<file path="config.mk">
export PLATFORM = sky130hd
export DESIGN_NAME = ws2812_frame_serializer_top_flat
export DESIGN_NICKNAME = d
export VERILOG_FILES = /design/src/hw/rtl/wsfs_pkg.sv /design/src/hw/rtl/wsfs_if.sv /design/src/hw/rtl/wsfs_ram.sv /design/src/hw/rtl/ws2812_frame_serializer_top.sv /design/src/flat_wrapper.sv
export VERILOG_INCLUDE_DIRS = /design/src /design/src/hw/rtl
export SDC_FILE = /design/constraint.sdc
export NUM_CORES = 1
export LEC_CHECK = 0
export BUFFER_PORTS_ARGS = -buffer_cell sky130_fd_sc_hd__buf_2
export CAP_MARGIN = 20
export CORE_MARGIN = 1.5
export CORE_UTILIZATION = 35
export DETAILED_ROUTE_END_ITERATION = 10
export PLACE_DENSITY = 0.57
export SLEW_MARGIN = 40
export SYNTH_ARGS = -nofsm -noshare
export SYNTH_HDL_FRONTEND = slang
export SYNTH_SLANG_ARGS = --single-unit
</file>
<file path="constraint.sdc">
create_clock -name clock -period 8.4 [get_ports clock]
set_clock_uncertainty 0.05 [all_clocks]
set_input_delay 1.26 -clock clock [delete_from_list [all_inputs] [get_ports clock]]
set_output_delay 1.26 -clock clock [all_outputs]
set_load 0.01 [all_outputs]
</file>
<file path="src/hw/rtl/assert_macros.svh">
// assertion macros shared by the rtl files
`ifndef ASSERT_MACROS_SVH
`define ASSERT_MACROS_SVH

`ifndef ASSERT_OFF

// property must hold at every clock edge outside reset
`define ASSERT_ALWAYS(label, clk, rst, expr) \
   label: assert property (@(posedge clk) disable iff (rst) (expr)) \
      else $error("assertion failed");

// consequent must hold in the cycle after the antecedent
`define ASSERT_NEXT(label, clk, rst, ante, cons) \
   label: assert property (@(posedge clk) disable iff (rst) (ante) |=> (cons)) \
      else $error("assertion failed");

`else

`define ASSERT_ALWAYS(label, clk, rst, expr)
`define ASSERT_NEXT(label, clk, rst, ante, cons)

`endif

`endif

</file>
<file path="src/hw/rtl/wsfs_pkg.sv">
// shared types and constants of the ws2812 frame serializer
package wsfs_pkg;

   typedef enum logic [1:0] {
      REQ_SET   = 2'd0,
      REQ_CLEAR = 2'd1,
      REQ_SHOW  = 2'd2,
      REQ_TICK  = 2'd3
   } req_kind_type;

   typedef enum logic [1:0] {
      CSR_HIGH_TIME_ZERO  = 2'd0,
      CSR_HIGH_TIME_ONE   = 2'd1,
      CSR_LEAD_SLOT_COUNT = 2'd2,
      CSR_TAIL_SLOT_COUNT = 2'd3
   } csr_index_type;

   localparam int CSR_INDEX_W = 2;
   localparam int CSR_DATA_W  = 16;
   localparam int LEVEL_W     = 16;
   localparam int COUNT_W     = 10;
   localparam int COLOR_W     = 8;
   localparam int PIXEL_W     = 3 * COLOR_W;
   localparam int STRIPS      = 2;

   localparam int BITS_PER_LED   = 24;
   localparam int MAX_SLOT_COUNT = 1023;

   // floor(x / 3) = (x * DIV3_MUL) >> DIV3_SHIFT for x below 1024
   localparam int DIV3_MUL   = 1366;
   localparam int DIV3_MUL_W = 11;
   localparam int DIV3_SHIFT = 12;

   localparam logic [4:0] LED_BIT_MSB = 5'd23;

   localparam logic [LEVEL_W-1:0] RESET_HIGH_TIME_ZERO  = 16'd84;
   localparam logic [LEVEL_W-1:0] RESET_HIGH_TIME_ONE   = 16'd168;
   localparam logic [COUNT_W-1:0] RESET_LEAD_SLOT_COUNT = 10'd48;
   localparam logic [COUNT_W-1:0] RESET_TAIL_SLOT_COUNT = 10'd48;

endpackage

</file>
<file path="src/hw/rtl/wsfs_if.sv">
// request and response channel interfaces

interface wsfs_req_if;
   logic       valid;
   logic       ready;
   logic [1:0] req_type;
   logic       strip_select;
   logic [7:0] pixel_index;
   logic [7:0] red;
   logic [7:0] green;
   logic [7:0] blue;

   modport source (output valid, output req_type, output strip_select,
                   output pixel_index, output red, output green, output blue,
                   input ready);
   modport sink   (input valid, input req_type, input strip_select,
                   input pixel_index, input red, input green, input blue,
                   output ready);
endinterface

interface wsfs_rsp_if;
   logic        valid;
   logic        ready;
   logic        show_accepted;
   logic [15:0] level_strip_zero;
   logic [15:0] level_strip_one;
   logic        busy_strip_zero;
   logic        busy_strip_one;

   modport source (output valid, output show_accepted, output level_strip_zero,
                   output level_strip_one, output busy_strip_zero,
                   output busy_strip_one, input ready);
   modport sink   (input valid, input show_accepted, input level_strip_zero,
                   input level_strip_one, input busy_strip_zero,
                   input busy_strip_one, output ready);
endinterface

</file>
<file path="src/hw/rtl/wsfs_ram.sv">
// generic single write port ram with registered read
module wsfs_ram #(
   parameter int WIDTH = 24,
   parameter int DEPTH = 16
) (
   input  logic                     clock,
   input  logic                     we,
   input  logic [$clog2(DEPTH)-1:0] waddr,
   input  logic [WIDTH-1:0]         wdata,
   input  logic                     re,
   input  logic [$clog2(DEPTH)-1:0] raddr,
   output logic [WIDTH-1:0]         rdata
);

   logic [WIDTH-1:0] mem_ff [DEPTH];
   logic [WIDTH-1:0] rdata_ff;

   always_ff @(posedge clock) begin
      if (we) begin
         mem_ff[waddr] <= wdata;
      end
      if (re) begin
         rdata_ff <= mem_ff[raddr];
      end
   end

   assign rdata = rdata_ff;

endmodule

</file>
<file path="src/hw/rtl/ws2812_frame_serializer_top.sv">
// two-strip ws2812 pixel store and pulse-width slot serializer
//
// requests come in on req_chan: set pixel, clear strip, show strip and
// slot tick. every request gives exactly one response on rsp_chan with the
// show status, the compare value of each strip for a tick and both busy
// flags as they stand after the request.
// csr_we/csr_index/csr_wdata write the bit compare values and the lead and
// tail slot counts; write them only while no request is in flight.
// a request passes the per-strip pixel ram read stage and then the
// response register. one request is taken every cycle while the
// receiver takes responses; each strip has its own ram with one read and
// one write port, and each entry has two banks so that a show swaps in
// the snapshot by flag copy instead of moving pixel data.
// reset clears the pixel store at once through per-entry zero flags, so
// there is no clearing pass. when the receiver stalls, the response
// register holds, one more request is taken into the ram read stage, and
// then req_chan.ready drops until the response is taken.
`include "assert_macros.svh"

module ws2812_frame_serializer_top #(
   parameter int LEDS_PER_STRIP = 8
) (
   input  logic                               clock,
   input  logic                               reset,
   wsfs_req_if.sink                           req_chan,
   wsfs_rsp_if.source                         rsp_chan,
   input  logic                               csr_we,
   input  logic [wsfs_pkg::CSR_INDEX_W-1:0]   csr_index,
   input  logic [wsfs_pkg::CSR_DATA_W-1:0]    csr_wdata
);

   localparam int DATA_SLOTS = LEDS_PER_STRIP * wsfs_pkg::BITS_PER_LED;
   localparam int POS_W = $clog2(2 * wsfs_pkg::MAX_SLOT_COUNT + DATA_SLOTS + 1);
   localparam int LED_W = (LEDS_PER_STRIP > 1) ? $clog2(LEDS_PER_STRIP) : 1;
   localparam int ADDR_W = LED_W + 1;
   localparam int RAM_DEPTH = 2 ** ADDR_W;
   localparam int X_W = POS_W - 3;
   localparam int PROD_W = X_W + wsfs_pkg::DIV3_MUL_W;
   localparam int Q_W = PROD_W - wsfs_pkg::DIV3_SHIFT;
   localparam int STRIPS = wsfs_pkg::STRIPS;

   typedef struct packed {
      logic              show_accepted;
      logic [STRIPS-1:0] busy;
      logic [STRIPS-1:0] in_data;
      logic [STRIPS-1:0] zero;
      logic [4:0]        bit_pos_zero;
      logic [4:0]        bit_pos_one;
   } stage_type;

   // configuration registers
   logic [wsfs_pkg::LEVEL_W-1:0] high_zero_ff;
   logic [wsfs_pkg::LEVEL_W-1:0] high_one_ff;
   logic [wsfs_pkg::COUNT_W-1:0] lead_ff;
   logic [wsfs_pkg::COUNT_W-1:0] tail_ff;

   // per strip frame state
   logic [STRIPS-1:0] busy_ff, busy_in;
   logic [POS_W-1:0]  pos_ff [STRIPS];
   logic [POS_W-1:0]  pos_in [STRIPS];

   // per entry bank select and zero flags, live store and send snapshot
   logic [LEDS_PER_STRIP-1:0] live_sel_ff [STRIPS];
   logic [LEDS_PER_STRIP-1:0] live_sel_in [STRIPS];
   logic [LEDS_PER_STRIP-1:0] live_zero_ff [STRIPS];
   logic [LEDS_PER_STRIP-1:0] live_zero_in [STRIPS];
   logic [LEDS_PER_STRIP-1:0] send_sel_ff [STRIPS];
   logic [LEDS_PER_STRIP-1:0] send_sel_in [STRIPS];
   logic [LEDS_PER_STRIP-1:0] send_zero_ff [STRIPS];
   logic [LEDS_PER_STRIP-1:0] send_zero_in [STRIPS];

   // ram read stage
   logic      s1_valid_ff, s1_valid_in;
   stage_type s1_ff, s1_in;

   // response register
   logic                         rsp_valid_ff, rsp_valid_in;
   logic                         rsp_show_ff, rsp_show_in;
   logic [wsfs_pkg::LEVEL_W-1:0] rsp_level_ff [STRIPS];
   logic [wsfs_pkg::LEVEL_W-1:0] rsp_level_in [STRIPS];
   logic [STRIPS-1:0]            rsp_busy_ff, rsp_busy_in;

   logic                   req_ready;
   logic                   req_acc;
   logic                   s1_adv;
   wsfs_pkg::req_kind_type req_kind;
   logic                   idx_ok;
   logic [LED_W-1:0]       wr_led;
   logic [wsfs_pkg::PIXEL_W-1:0] wr_word;

   logic [POS_W-1:0] data_start, data_end, total;
   logic [POS_W-1:0] dofs    [STRIPS];
   logic [PROD_W-1:0] prod   [STRIPS];
   logic [Q_W-1:0]   quot    [STRIPS];
   logic [LED_W-1:0] rd_led  [STRIPS];
   logic [4:0]       rem     [STRIPS];
   logic [4:0]       bit_pos [STRIPS];
   logic [STRIPS-1:0] in_data;

   logic [STRIPS-1:0]              ram_we, ram_re;
   logic [ADDR_W-1:0]              ram_waddr [STRIPS];
   logic [ADDR_W-1:0]              ram_raddr [STRIPS];
   logic [wsfs_pkg::PIXEL_W-1:0]   ram_rdata [STRIPS];

   // ---------------------------------------------------------------
   // handshake
   assign s1_adv    = s1_valid_ff && (!rsp_valid_ff || rsp_chan.ready);
   assign req_ready = !s1_valid_ff || s1_adv;
   assign req_acc   = req_chan.valid && req_ready;
   assign req_chan.ready = req_ready;

   assign req_kind = wsfs_pkg::req_kind_type'(req_chan.req_type);
   assign idx_ok   = req_chan.pixel_index < 8'(LEDS_PER_STRIP);
   assign wr_led   = req_chan.pixel_index[LED_W-1:0];
   assign wr_word  = {req_chan.green, req_chan.red, req_chan.blue};

   // ---------------------------------------------------------------
   // configuration
   always_ff @(posedge clock) begin
      if (reset) begin
         high_zero_ff <= wsfs_pkg::RESET_HIGH_TIME_ZERO;
         high_one_ff  <= wsfs_pkg::RESET_HIGH_TIME_ONE;
         lead_ff      <= wsfs_pkg::RESET_LEAD_SLOT_COUNT;
         tail_ff      <= wsfs_pkg::RESET_TAIL_SLOT_COUNT;
      end else if (csr_we) begin
         case (wsfs_pkg::csr_index_type'(csr_index))
            wsfs_pkg::CSR_HIGH_TIME_ZERO: begin
               high_zero_ff <= csr_wdata;
            end
            wsfs_pkg::CSR_HIGH_TIME_ONE: begin
               high_one_ff <= csr_wdata;
            end
            wsfs_pkg::CSR_LEAD_SLOT_COUNT: begin
               lead_ff <= csr_wdata[wsfs_pkg::COUNT_W-1:0];
            end
            wsfs_pkg::CSR_TAIL_SLOT_COUNT: begin
               tail_ff <= csr_wdata[wsfs_pkg::COUNT_W-1:0];
            end
            default: begin
            end
         endcase
      end
   end

   // ---------------------------------------------------------------
   // slot position decode
   assign data_start = POS_W'(lead_ff);
   assign data_end   = data_start + POS_W'(DATA_SLOTS);
   assign total      = data_end + POS_W'(tail_ff);

   always_comb begin
      for (int s = 0; s < STRIPS; s++) begin
         in_data[s] = busy_ff[s] && (pos_ff[s] >= data_start) && (pos_ff[s] < data_end);
         dofs[s]    = pos_ff[s] - data_start;
         // led = offset / 24 as (offset / 8) / 3 by reciprocal
         prod[s]    = PROD_W'(dofs[s][POS_W-1:3]) * PROD_W'(wsfs_pkg::DIV3_MUL);
         quot[s]    = prod[s][PROD_W-1:wsfs_pkg::DIV3_SHIFT];
         rd_led[s]  = quot[s][LED_W-1:0];
         rem[s]     = dofs[s][4:0] - {quot[s][1:0], 3'b000} - {quot[s][0], 4'b0000};
         bit_pos[s] = wsfs_pkg::LED_BIT_MSB - rem[s];
      end
   end

   // ---------------------------------------------------------------
   // frame state and flag updates
   always_comb begin
      for (int s = 0; s < STRIPS; s++) begin
         busy_in[s]      = busy_ff[s];
         pos_in[s]       = pos_ff[s];
         live_sel_in[s]  = live_sel_ff[s];
         live_zero_in[s] = live_zero_ff[s];
         send_sel_in[s]  = send_sel_ff[s];
         send_zero_in[s] = send_zero_ff[s];
         if (req_acc) begin
            case (req_kind)
               wsfs_pkg::REQ_SET: begin
                  // write the bank the snapshot does not use
                  if (idx_ok && req_chan.strip_select == 1'(s)) begin
                     live_sel_in[s][wr_led]  = ~send_sel_ff[s][wr_led];
                     live_zero_in[s][wr_led] = 1'b0;
                  end
               end
               wsfs_pkg::REQ_CLEAR: begin
                  if (req_chan.strip_select == 1'(s)) begin
                     live_zero_in[s] = '1;
                  end
               end
               wsfs_pkg::REQ_SHOW: begin
                  if (req_chan.strip_select == 1'(s) && !busy_ff[s]) begin
                     send_sel_in[s]  = live_sel_ff[s];
                     send_zero_in[s] = live_zero_ff[s];
                     busy_in[s]      = 1'b1;
                     pos_in[s]       = '0;
                  end
               end
               wsfs_pkg::REQ_TICK: begin
                  if (busy_ff[s]) begin
                     if (pos_ff[s] >= total || pos_ff[s] + POS_W'(1) >= total) begin
                        busy_in[s] = 1'b0;
                        pos_in[s]  = '0;
                     end else begin
                        pos_in[s] = pos_ff[s] + POS_W'(1);
                     end
                  end
               end
               default: begin
               end
            endcase
         end
      end
   end

   always_ff @(posedge clock) begin
      if (reset) begin
         busy_ff <= '0;
         for (int s = 0; s < STRIPS; s++) begin
            pos_ff[s]       <= '0;
            live_sel_ff[s]  <= '0;
            live_zero_ff[s] <= '1;
            send_sel_ff[s]  <= '0;
            send_zero_ff[s] <= '1;
         end
      end else begin
         busy_ff <= busy_in;
         for (int s = 0; s < STRIPS; s++) begin
            pos_ff[s]       <= pos_in[s];
            live_sel_ff[s]  <= live_sel_in[s];
            live_zero_ff[s] <= live_zero_in[s];
            send_sel_ff[s]  <= send_sel_in[s];
            send_zero_ff[s] <= send_zero_in[s];
         end
      end
   end

   // ---------------------------------------------------------------
   // pixel rams, one per strip, entry address is {led, bank}
   always_comb begin
      for (int s = 0; s < STRIPS; s++) begin
         ram_we[s] = req_acc && (req_kind == wsfs_pkg::REQ_SET) && idx_ok
                     && (req_chan.strip_select == 1'(s));
         ram_waddr[s] = {wr_led, ~send_sel_ff[s][wr_led]};
         ram_re[s]    = req_acc && (req_kind == wsfs_pkg::REQ_TICK) && in_data[s];
         ram_raddr[s] = {rd_led[s], send_sel_ff[s][rd_led[s]]};
      end
   end

   for (genvar g = 0; g < STRIPS; g++) begin : g_strip_ram
      wsfs_ram #(
         .WIDTH (wsfs_pkg::PIXEL_W),
         .DEPTH (RAM_DEPTH)
      ) u_ram (
         .clock (clock),
         .we    (ram_we[g]),
         .waddr (ram_waddr[g]),
         .wdata (wr_word),
         .re    (ram_re[g]),
         .raddr (ram_raddr[g]),
         .rdata (ram_rdata[g])
      );
   end

   // ---------------------------------------------------------------
   // ram read stage
   always_comb begin
      s1_valid_in = req_acc ? 1'b1 : (s1_adv ? 1'b0 : s1_valid_ff);
      s1_in.show_accepted = (req_kind == wsfs_pkg::REQ_SHOW)
                            && !busy_ff[req_chan.strip_select];
      s1_in.busy = busy_in;
      for (int s = 0; s < STRIPS; s++) begin
         s1_in.in_data[s] = (req_kind == wsfs_pkg::REQ_TICK) && in_data[s];
         s1_in.zero[s]    = send_zero_ff[s][rd_led[s]];
      end
      s1_in.bit_pos_zero = bit_pos[0];
      s1_in.bit_pos_one  = bit_pos[1];
   end

   always_ff @(posedge clock) begin
      if (reset) begin
         s1_valid_ff <= 1'b0;
      end else begin
         s1_valid_ff <= s1_valid_in;
      end
      if (req_acc) begin
         s1_ff <= s1_in;
      end
   end

   // ---------------------------------------------------------------
   // response register
   always_comb begin
      logic [1:0] bit_set;
      bit_set[0] = !s1_ff.zero[0] && ram_rdata[0][s1_ff.bit_pos_zero];
      bit_set[1] = !s1_ff.zero[1] && ram_rdata[1][s1_ff.bit_pos_one];
      rsp_valid_in = s1_adv ? 1'b1 : (rsp_chan.ready ? 1'b0 : rsp_valid_ff);
      rsp_show_in  = s1_ff.show_accepted;
      rsp_busy_in  = s1_ff.busy;
      for (int s = 0; s < STRIPS; s++) begin
         if (!s1_ff.in_data[s]) begin
            rsp_level_in[s] = '0;
         end else if (bit_set[s]) begin
            rsp_level_in[s] = high_one_ff;
         end else begin
            rsp_level_in[s] = high_zero_ff;
         end
      end
   end

   always_ff @(posedge clock) begin
      if (reset) begin
         rsp_valid_ff <= 1'b0;
      end else begin
         rsp_valid_ff <= rsp_valid_in;
      end
      if (s1_adv) begin
         rsp_show_ff <= rsp_show_in;
         rsp_busy_ff <= rsp_busy_in;
         for (int s = 0; s < STRIPS; s++) begin
            rsp_level_ff[s] <= rsp_level_in[s];
         end
      end
   end

   assign rsp_chan.valid            = rsp_valid_ff;
   assign rsp_chan.show_accepted    = rsp_show_ff;
   assign rsp_chan.level_strip_zero = rsp_level_ff[0];
   assign rsp_chan.level_strip_one  = rsp_level_ff[1];
   assign rsp_chan.busy_strip_zero  = rsp_busy_ff[0];
   assign rsp_chan.busy_strip_one   = rsp_busy_ff[1];

   // ---------------------------------------------------------------
   // assertions
   `ASSERT_ALWAYS(idle_pos_zero, clock, reset, busy_ff[0] || (pos_ff[0] == '0))
   `ASSERT_NEXT(read_lands_in_stage, clock, reset, (ram_re != '0), s1_valid_ff)
   `ASSERT_NEXT(show_starts_frame, clock, reset,
      req_acc && (req_kind == wsfs_pkg::REQ_SHOW) && !req_chan.strip_select && !busy_ff[0],
      busy_ff[0] && (pos_ff[0] == '0))

endmodule
</file>
<file path="src/flat_wrapper.sv">
// flat-port wrapper written by rule: the top's interface ports become plain ports
module ws2812_frame_serializer_top_flat 
#(
   parameter int LEDS_PER_STRIP = 8
)
  (clock, reset, csr_we, csr_index, csr_wdata, req_chan_valid, req_chan_req_type, req_chan_strip_select, req_chan_pixel_index, req_chan_red, req_chan_green, req_chan_blue, req_chan_ready, rsp_chan_valid, rsp_chan_show_accepted, rsp_chan_level_strip_zero, rsp_chan_level_strip_one, rsp_chan_busy_strip_zero, rsp_chan_busy_strip_one, rsp_chan_ready);
  wsfs_req_if req_chan_i ();
  wsfs_rsp_if rsp_chan_i ();
  input  logic clock;
  input  logic reset;
  input  logic csr_we;
  input  logic [wsfs_pkg::CSR_INDEX_W-1:0] csr_index;
  input  logic [wsfs_pkg::CSR_DATA_W-1:0] csr_wdata;
  input wire logic [$bits(req_chan_i.valid)-1:0] req_chan_valid;
  input wire logic [$bits(req_chan_i.req_type)-1:0] req_chan_req_type;
  input wire logic [$bits(req_chan_i.strip_select)-1:0] req_chan_strip_select;
  input wire logic [$bits(req_chan_i.pixel_index)-1:0] req_chan_pixel_index;
  input wire logic [$bits(req_chan_i.red)-1:0] req_chan_red;
  input wire logic [$bits(req_chan_i.green)-1:0] req_chan_green;
  input wire logic [$bits(req_chan_i.blue)-1:0] req_chan_blue;
  output wire logic [$bits(req_chan_i.ready)-1:0] req_chan_ready;
  output wire logic [$bits(rsp_chan_i.valid)-1:0] rsp_chan_valid;
  output wire logic [$bits(rsp_chan_i.show_accepted)-1:0] rsp_chan_show_accepted;
  output wire logic [$bits(rsp_chan_i.level_strip_zero)-1:0] rsp_chan_level_strip_zero;
  output wire logic [$bits(rsp_chan_i.level_strip_one)-1:0] rsp_chan_level_strip_one;
  output wire logic [$bits(rsp_chan_i.busy_strip_zero)-1:0] rsp_chan_busy_strip_zero;
  output wire logic [$bits(rsp_chan_i.busy_strip_one)-1:0] rsp_chan_busy_strip_one;
  input wire logic [$bits(rsp_chan_i.ready)-1:0] rsp_chan_ready;
  assign req_chan_i.valid = req_chan_valid;
  assign req_chan_i.req_type = req_chan_req_type;
  assign req_chan_i.strip_select = req_chan_strip_select;
  assign req_chan_i.pixel_index = req_chan_pixel_index;
  assign req_chan_i.red = req_chan_red;
  assign req_chan_i.green = req_chan_green;
  assign req_chan_i.blue = req_chan_blue;
  assign req_chan_ready = req_chan_i.ready;
  assign rsp_chan_valid = rsp_chan_i.valid;
  assign rsp_chan_show_accepted = rsp_chan_i.show_accepted;
  assign rsp_chan_level_strip_zero = rsp_chan_i.level_strip_zero;
  assign rsp_chan_level_strip_one = rsp_chan_i.level_strip_one;
  assign rsp_chan_busy_strip_zero = rsp_chan_i.busy_strip_zero;
  assign rsp_chan_busy_strip_one = rsp_chan_i.busy_strip_one;
  assign rsp_chan_i.ready = rsp_chan_ready;
  ws2812_frame_serializer_top #(.LEDS_PER_STRIP(LEDS_PER_STRIP)) u_core (.clock(clock), .reset(reset), .req_chan(req_chan_i), .rsp_chan(rsp_chan_i), .csr_we(csr_we), .csr_index(csr_index), .csr_wdata(csr_wdata));
endmodule
</file>
# Word level (Yosys, flattened, before mapping)
# Memory sizes are Yosys's and may differ from the RTL's. A register that Yosys moved wholly into a read port is not among the register bits.
# Index checks and enable logic that the tools add are counted.
totals:
  n_memories: 8
  regBits: 76
  latch_bits: 0
  mem_bits_rw: 888
  inputBits: 58
  rom_bits: 0
classes:
  mul: 2
  shift: 0
  n_eq_ne: 6
  bitwise_logic: 16
  div: 0
  order_cmp: 16
  n_mux: 95
  reduce_logical: 42
  add_sub_neg: 12
mem_list:
  columns: ["name", "depth", "word_bits", "rd", "rd_clocked_by_memory_dff", "wr", "line", "text"]
  rows:
  - ["u_core.g_strip_ram[0].u_ram.mem_ff", 16, 24, 1, 1, 1, "wsfs_ram.sv:15", "logic [WIDTH-1:0] mem_ff [DEPTH];"]
  - ["u_core.g_strip_ram[1].u_ram.mem_ff", 16, 24, 1, 1, 1, "wsfs_ram.sv:15", null]
  - ["u_core.rsp_level_ff", 2, 16, 2, 0, 2, "ws2812_frame_serializer_top.sv:79", "logic [wsfs_pkg::LEVEL_W-1:0] rsp_level_ff [STRIPS];"]
  - ["u_core.pos_ff", 2, 12, 2, 0, 2, "ws2812_frame_serializer_top.sv:59", "logic [POS_W-1:0] pos_ff [STRIPS];"]
  - ["u_core.live_sel_ff", 2, 8, 2, 0, 2, "ws2812_frame_serializer_top.sv:63", "logic [LEDS_PER_STRIP-1:0] live_sel_ff [STRIPS];"]
  - ["u_core.live_zero_ff", 2, 8, 2, 0, 2, "ws2812_frame_serializer_top.sv:65", "logic [LEDS_PER_STRIP-1:0] live_zero_ff [STRIPS];"]
  - ["2 more memories", null, null, null, null, null, null, null]
ops:
  columns: ["cell", "count"]
  rows:
  - ["$mux 8", 32]
  - ["$mux 12", 10]
  - ["$mux 16", 4]
  - ["$ge 12x12->1", 4]
  - ["$pmux 12 s2", 2]
  - ["$mux 1", 32]
  - ["$pmux 8 s2", 2]
  - ["$mul 9x10->14 const B", 2]
  - ["$add 12x1->12 const B", 2]
  - ["$ge 12x10->1", 2]
  - ["$lt 12x12->1", 2]
  - ["$sub 12x10->12", 2]
  - ["$logic_and 1x1->1", 23]
  - ["$sub 5x5->5", 4]
  - ["$bmux 1 s3", 6]
  - ["$and 8x8->8", 2]
  - ["$bwmux 8", 2]
  - ["$add 12x10->12", 1]
  - ["$lt 3x4->1 const B", 3]
  - ["$lt 5x6->1 const B", 2]
  - ["$add 10x8->11 const B", 1]
  - ["$bmux 1 s5", 2]
  - ["$or 1x1->1", 10]
  - ["$sub 5x5->5 const A", 2]
  - ["other kinds (14)", 35]

# Depth between registers and ports, before layout
# Gate-level depths: netlist of run 1.
depth:
  depth_word: 10
  ltp_mapped: 37
  ltp_nobuf: 34

# Cells and area by module
# Synthesis of run 1 repeated with hierarchy kept, for this count alone.
unflattened:
  hier_cells: 2822
  hier_area_um2: 44096.0
modules_own_cells:
  columns: ["module", "cells_per_inst", "seq_area_each_um2", "instances", "area_each_um2"]
  rows:
  - ["wsfs_ram", 636, 12251.8, 2, 15170.8]
  - ["ws2812_frame_serializer_top", 1550, 4444.3, 1, 13754.4]

# Worst setup path after synthesis of run 1
# Ideal clock, no wire load.
synth_path:
  path_type: "reg-to-reg"
  startpoint: "reg u_core.lead_ff[1] in the netlist's numbering"
  endpoint: "reg u_core.g_strip_ram[0].u_ram.rdata_ff[12] (read register of u_core.g_strip_ram[0].u_ram.mem_ff) (data pin)"
  arrival_time_ns: 7.303
  synth_period_minus_slack_ns: 7.610
  path_slack_ns: 0.790
  required_ns: 8.093
  path_buffers: 2
  stages_incl_launch_ff: 35
  cell_sequence: "dfxtp_1 inv_1 ha_1 and3b_1 or2_2 a21oi_1 o21bai_1 a21o_1 a21o_1 a21o_1 a21o_1 nand2_1 nand2_1 xnor2_1 ha_1 inv_1 fa_1 inv_1 fa_1 inv_1 fa_1 inv_1 ha_1 a211oi_1 nand2_1 or2_2 or2_2 a311oi_4 mux2_4 or3_1 buf_2 buf_4 o221ai_1 a21oi_1 a32o_1"
synth_between:
  elab_chain_len: 4
  word_cells_on_any_way: 10
  cone_classes: "add/sub: 2; mul: 1; order compare: 2; mux: 2; reduce/logical: 3"
synth_lines:
  columns: ["element", "line", "text"]
  rows:
  - ["start: declaration", "ws2812_frame_serializer_top.sv:54", "logic [wsfs_pkg::COUNT_W-1:0] lead_ff;"]
  - ["start signal: assignment", "ws2812_frame_serializer_top.sv:123", "lead_ff <= wsfs_pkg::RESET_LEAD_SLOT_COUNT;"]
  - ["start signal: assignment", "ws2812_frame_serializer_top.sv:134", "lead_ff <= csr_wdata[wsfs_pkg::COUNT_W-1:0];"]
  - ["$sub 12x10->12 (tied with other cells)", "ws2812_frame_serializer_top.sv:154", "dofs[s] = pos_ff[s] - data_start;"]
  - ["$mul 9x10->14 (tied with other cells)", "ws2812_frame_serializer_top.sv:156", "prod[s] = PROD_W'(dofs[s][POS_W-1:3]) * PROD_W'(wsfs_pkg::DIV3_MUL);"]
  - ["$bmux 1 s3 / $logic_and 1x1->1 (equally long branches)", "ws2812_frame_serializer_top.sv:243, ws2812_frame_serializer_top.sv:153", null]
  - ["$mux 1 (not written as such) / $logic_and 1x1->1 (equally long branches)", "ws2812_frame_serializer_top.sv:243, ws2812_frame_serializer_top.sv:242", null]
  - ["end: declaration", "wsfs_ram.sv:16", "logic [WIDTH-1:0] rdata_ff;"]
# Several ways; a longest one is shown, not always the timed one. The select of a mux whose other input is x is not followed.
# A chain may end at the register's enable or synchronous reset.

==> out/metrics.csv, run 1 <==
metric,value,unit
endpoints failing setup,0,
Yosys top cell by area,edfxtp_1,
Worst EP arrival,8420,ps
outcome,"finished, final reports clean",
io pins,95,
switching part of the total power,0.347,
Die X,359,um
First DRT Iteration DRCs,2305,
MaxCap Viol Count,0,
initial antenna violation count,3,
Final period util,0.957,
cts bufs inserted,103,
Post-route DRC,0,
Post-synth EDFFs,868,
Max H-tree Level,3,
first-pass GRT wire length,167000,um
worst r2r dst,u_core.g_strip_ram[0].u_ram.rdata[15]$_DFFE_PP_,
Worst setup SP type,register,
die area,129000,um^2
asr flop ratio synth,0,
crit-path most repeated cell,inv_1,
syn nets,3412,
Final Hold Viols,0,
DRT Wirelength,114000,um
Core Box Area,126000,um^2
Reg power frac,0.352,
share of layout cells above drive strength 1,0.138,
instance count of the mapped netlist,3164,
setup TNS,0,ps
PortBufs,94,
Yosys reg bits,1012,
Synth Warn #,0,
placed insts,4874,
CTS tree,built,
via/cell ratio,5.21,
P per Cell Area,322,nW/um^2
final instance count without filler cells,5063,
Clk Tree Root Cell,clkbuf_16,
Worst Tran Pin Value,814,ps
Routed Antenna Nets,0,
total track usage,0.176,
Clock power frac,0.273,
DPL Wire Length,68800,um
"slowest stage delay, CP",540,ps
mapped cell area,44300,um^2
Worst R2R Start,u_core.pos_ff[0][0]$_SDFFE_PP0P_,
Clock Path Buffers,3,
slowest CP cell,fa_1,
Initial Utilization,0.352,
NumNets Final,3581,
post-synth top area share,0.589,
Reg2Reg Setup Slack,360,ps
Net Sw Power,5680,uW
remaining global-route overflow,0,
Critical Path Sink Type,register,
Die H,359,um
gpl congestion,0.819,
leak pwr,0.0175,uW
post-route minimum period,8040,ps
Slew headroom,0.454,
num rows,130,
"Seq/Total Area, Yosys",0.654,
clock-pin slew on the worst setup and hold paths,60,ps
clock sink count,1012,
HP Class,reg2reg,
Post-synth top flop,edfxtp_1,
top area cells in the synthesized netlist,"edfxtp_1 (59%), mux2i_1 (7.3%), dfxtp_1 (6.5%)",
Pint,10700,uW
Worst-Skew Late Latency,710,ps
Crit path required time,8770,ps
Synth cell types,79,
largest net degree at the start of global routing,105,
Critical path destination,u_core.g_strip_ram[0].u_ram.rdata[15]$_DFFE_PP_,
Comb pwr share,0.375,
vias,26400,
vias in the first global route,25400,
Peak VDD IR,343,uV
Peak Freq,124,MHz
critical path launch point,u_core.pos_ff[0][0]$_SDFFE_PP0P_,
worst r2r path cells,36,
Initial DRT Pass Iterations,5,
CP max FO,35,
Wirelength per Cell,22.5,um
syn avg cell area,14.0,um^2
Synth-to-Final Area Change,14.9,%
Setup Crit Path Kind,reg2reg,
fin. max-slew vios,0,
[power by group through the flow]
stage	clock network (uW)	logic, uW	registers (uW)
global route	4730	6640	5760
CTS	4560	6150	5760
detailed placement	0	6130	5870
floorplan	0	3800	5860
finish	4460	6140	5760
global placement	0	6100	5870
[area by class of cell]
cell class                 count  area [um^2]
antenna                        1         2.50
clock buffer                 129         2750
clock inverter                55          519
fill                       11600        74700
inverter                     130          488
multi-input combinational   1876        14500
sequential                  1012        28900
tap                         1650         2060
timing repair buffer         210         1630
[worst min path at each step]
stage	slack (ps)	cells past startpoint	start	endpoint
global route	380	0	u_core.rsp_busy_in[0]$_DFFE_PP_	u_core.rsp_busy_ff[0]$_DFFE_PP_
global placement	370	0	u_core.rsp_busy_in[0]$_DFFE_PP_	u_core.rsp_busy_ff[0]$_DFFE_PP_
finish	370	0	u_core.rsp_busy_in[0]$_DFFE_PP_	u_core.rsp_busy_ff[0]$_DFFE_PP_
detailed placement	360	0	u_core.rsp_busy_in[0]$_DFFE_PP_	u_core.rsp_busy_ff[0]$_DFFE_PP_
floorplan	350	0	u_core.rsp_busy_in[0]$_DFFE_PP_	u_core.rsp_busy_ff[0]$_DFFE_PP_
CTS	370	0	u_core.rsp_busy_in[0]$_DFFE_PP_	u_core.rsp_busy_ff[0]$_DFFE_PP_
[worst max-delay path, delay by kind of cell, from the launching register on]
family	cells	cell delay, ps
flip-flops	1	370
AND/OR/NAND/NOR	9	1440
XOR/XNOR	1	220
AO/OA/AOI/OAI	9	1820
adder cells (fa/ha/maj)	7	2450
multiplexers	2	690
buffers and inverters	8	740
[cells in the mapped netlist (6+ instances only)]
| cell type | count |
|---|---|
| buf_6 | 7 |
| o21bai_1 | 6 |
| or3_1 | 8 |
| nand3b_1 | 32 |
| xnor2_1 | 40 |
| a31oi_1 | 12 |
| ha_1 | 151 |
| buf_1 | 9 |
| o21a_1 | 22 |
| o221ai_1 | 23 |
| mux2i_1 | 321 |
| a21oi_1 | 138 |
| mux4_2 | 16 |
| clkbuf_1 | 89 |
| buf_4 | 10 |
| nor2_1 | 97 |
| a22oi_1 | 98 |
| nand4_1 | 8 |
| and4_1 | 25 |
| a21boi_0 | 11 |
| edfxtp_1 | 868 |
| and3_1 | 22 |
| nor2b_1 | 47 |
| nand2_1 | 361 |
| buf_2 | 31 |
| fa_1 | 39 |
| xor2_1 | 26 |
| dfxtp_1 | 144 |
| o22ai_1 | 20 |
| a32o_1 | 22 |
| a22o_1 | 22 |
| o21ai_0 | 60 |
| a21o_1 | 19 |
| nand2b_1 | 10 |
| mux2_2 | 23 |
| nand3_1 | 54 |
| or2_2 | 9 |
| inv_1 | 129 |
| nor3_1 | 64 |
[state kept, by name, summed over array words and instances, names as in the netlist, 2 cells and up]
| register | count |
|---|---|
| u_core.pos_ff | 24 |
| u_core.live_sel_ff | 16 |
| u_core.live_zero_ff | 16 |
| u_core.high_one_ff | 16 |
| u_core.rsp_level_ff | 32 |
| u_core.s1_ff | 14 |
| u_core.lead_ff | 10 |
| u_core.busy_ff | 2 |
| u_core.g_strip_ram.u_ram.rdata | 48 |
| u_core.tail_ff | 10 |
| u_core.rsp_busy_ff | 2 |
| u_core.rsp_busy_in | 2 |
| u_core.high_zero_ff | 16 |
| u_core.send_sel_ff | 16 |
| u_core.send_zero_ff | 16 |
| u_core.g_strip_ram.u_ram.mem_ff | 768 |
[kinds of logic (layout without fill, tap and decap cells)]
logic type	Yosys count	in the layout	synth area share
AO/OA/AOI/OAI	496	496	0.0761
other	0	1	0
XOR/XNOR	66	66	0.0131
flip-flops	1012	1012	0.654
buffers and inverters	276	524	0.0263
AND/OR/NAND/NOR	759	759	0.0814
adder cells (fa/ha/maj)	190	190	0.0603
multiplexers	365	365	0.0886
[cell usage in the layout (no fill, tap or decap), drive strengths merged, types with 47 or more instances in the layout]
cell type and count:
nor3 65, dfxtp 144, nand2 361, clkbuf 129
edfxtp 868, mux2i 324, buf 210, a22oi 98
o21ai 64, nor2 97, ha 151, inv 131
a21oi 138, nor2b 47, nand3 54
[timing repair]
| action | in CTS | in global routing |
|---|---|---|
| endpoints found under the setup margin | 0 | 33 |
| hold buffers | 0 | 0 |
| resized for setup | 0 | 9 |
| buffers inserted | 0 | 4 |
[metrics by stage]
step | hold slack (ps) | total power [uW] | setup WS [ps] | util | area (um^2)
finish | 370 | 16400 | 357 | 0.405 | 50900
global route | 383 | 17100 | -26.9 | 0.405 | 50900
CTS | 372 | 16500 | 247 | 0.404 | 50800
detailed placement | 358 | 12000 | 321 | 0.378 | 47500
global placement | 370 | 12000 | 322 | 0.378 | 47500
floorplan | 350 | 9660 | 790 | - | 44300
[layer usage]
metal,global-route usage,up-vias,share of wire
li1,-,12200,-
met1,0.251,13200,0.46
met2,0.275,811,0.45
met3,0.0325,163,0.066
met4,0.0421,8,0.021
met5,0.00556,-,0.0012
No activity file was read; power rests on OpenSTA's default activity.
==> inputs of run 2 (changes only) <==
- REMOVE_ABC_BUFFERS: not set -> 1
==> run 2 against run 1 <==
Against the previous run:
- clock power about the same
- die area did not move
- non-clock buffer count decreased by 3
- combinational power is 0.7% lower
- setup slack better by 12 ps
- largest power group unchanged
- register-to-register slack hardly changed
- fmax up 0.15%
- total power fell by 0.24%
- sequential power hardly changed
- wire length increased by 0.51%
- first-iteration DRC count is 2.1% lower
==> out/metrics.csv, run 2 (synthesized netlist as in run 1, its figures left out) <==
metric,value,unit
PortBufs,94,
uppermost layer routed,met5,
metal3 WL,7010,um
Core Box Area,126000,um^2
met2 wire len,52000,um
first-pass GRT wire length,168000,um
Clock power frac,0.273,
DPL Wire Length,67900,um
Final period util,0.956,
HP Class,reg2reg,
First DRT Iteration DRCs,2256,
unrepaired setup endpoints after global routing,true,
Comb pwr share,0.374,
vias,26300,
initial antenna violation count,7,
endpoints failing setup,0,
Die X,359,um
Clock Path Buffers,3,
crit-path most repeated cell,inv_1,
die area,129000,um^2
CP max FO,39,
filler cell count,11600,
Peak Freq,125,MHz
via/cell ratio,5.19,
Initial DRT Pass Iterations,5,
most flop-heavy register,u_core.g_strip_ram.u_ram.mem_ff,
number of flip-flops under the largest register name,768,
Routed Antenna Nets,0,
Initial Utilization,0.352,
outcome,"finished, final reports clean",
io pins,95,
"commonest non-fill, non-tap cell in the layout",edfxtp_1,
Clk Tree Root Cell,clkbuf_16,
slowest CP cell,fa_1,
WP buf/inv,7,
cts bufs inserted,103,
Worst Tran Pin Value,884,ps
NumNets Final,3578,
Max H-tree Level,3,
Slew headroom,0.406,
Pint,10600,uW
DRT Wirelength,115000,um
Final Hold Viols,0,
post-route minimum period,8030,ps
P per Cell Area,321,nW/um^2
largest net degree at the start of global routing,71,
"leading cell types in the layout, fill and taps excluded","edfxtp_1 (868), nand2_1 (359), mux2i_1 (320)",
hold_ws,371,ps
Wirelength per Cell,22.6,um
total track usage,0.175,
Setup Crit Path Kind,reg2reg,
Synth-to-Final Area Change,15.1,%
Worst-Skew Late Latency,690,ps
leak pwr,0.0175,uW
Reg power frac,0.353,
Post-route DRC,0,
WL met1,53100,um
gpl congestion,0.810,
Worst EP arrival,8410,ps
Critical Path Sink Type,register,
Multi-input gate area,14500,um^2
Worst setup SP type,register,
fin. max-slew vios,0,
Top delay family on crit path,adder cells,
Peak VDD IR,502,uV
switching part of the total power,0.350,
clock sink count,1012,
vias in the first global route,25500,
sequential cell area,28900,um^2
Crit path required time,8780,ps
share of layout cells above drive strength 1,0.140,
"slowest stage delay, CP",530,ps
"Core Util, Final",0.406,
remaining global-route overflow,0,
clock-pin slew on the worst setup and hold paths,60,ps
Net Sw Power,5710,uW
Die H,359,um
num rows,130,
MaxCap Viol Count,0,
CTS tree,built,
[run 2: worst paths after layout]
check | from | end | slack [ps] | cells after the start
worst min register to register | u_core.rsp_busy_in[0]$_DFFE_PP_ | u_core.rsp_busy_ff[0]$_DFFE_PP_ | 370 | 0
worst min-delay path | u_core.rsp_busy_in[0]$_DFFE_PP_ | u_core.rsp_busy_ff[0]$_DFFE_PP_ | 370 | 0
worst max-delay path | u_core.lead_ff[1]$_SDFFE_PP0P_ | u_core.g_strip_ram[0].u_ram.rdata[12]$_DFFE_PP_ | 370 | 34
worst max register to register | u_core.lead_ff[1]$_SDFFE_PP0P_ | u_core.g_strip_ram[0].u_ram.rdata[12]$_DFFE_PP_ | 370 | 34
[run 2: metrics by stage]
stage	std cells	TNS [ps]	area (um^2)	power [uW]	setup slack (ps)
after floorplan	3018	-61620	43600	9480	-1760
after global placement	4860	0	47400	11900	329
after detailed placement	4862	0	47400	11900	210
after CTS	5051	0	50700	16400	154
after global routing	5064	-42.9	50900	17100	-15.4
final	5067	0	50900	16300	369
[run 2: repair_timing]
item,CTS,global route
hold buffers,0,0
endpoints found under the setup margin,0,48
resized for setup,0,14
setup buffers,0,11
hold endpoints to repair,0,0
[run 2: worst register-to-register path, delay by kind of cell (launching register included)]
kind / cells / cell delay (ps)
fa+ha+maj: 6 / 2200
buf+inv: 7 / 700
mux: 1 / 360
xor+xnor: 1 / 170
flops: 1 / 330
simple gates: 8 / 1840
compound gates: 11 / 2140
[run 2: layer usage]
layer	up-vias	GRT usage
met5	-	0
met4	8	0.0423
met3	161	0.0282
met2	741	0.276
met1	13200	0.254
li1	12200	-
[run 2: power groups by stage]
| stage | clock network (uW) | logic (uW) | registers (uW) |
|---|---|---|---|
| after floorplan | 0 | 3620 | 5860 |
| after global placement | 0 | 6000 | 5870 |
| after detailed placement | 0 | 6040 | 5870 |
| after CTS | 4560 | 6080 | 5760 |
| after global routing | 4740 | 6600 | 5770 |
| final | 4470 | 6100 | 5760 |
[run 2: area by class of cell]
class                           instances  share of cell area
Tap cell                             1650              0.0405
Clock inverter                         54              0.0101
Inverter                              130             0.00958
Timing Repair Buffer                  207              0.0324
Sequential cell                      1012               0.568
Multi-Input combinational cell       1876               0.284
Antenna cell                            3            0.000147
Clock buffer                          135              0.0546
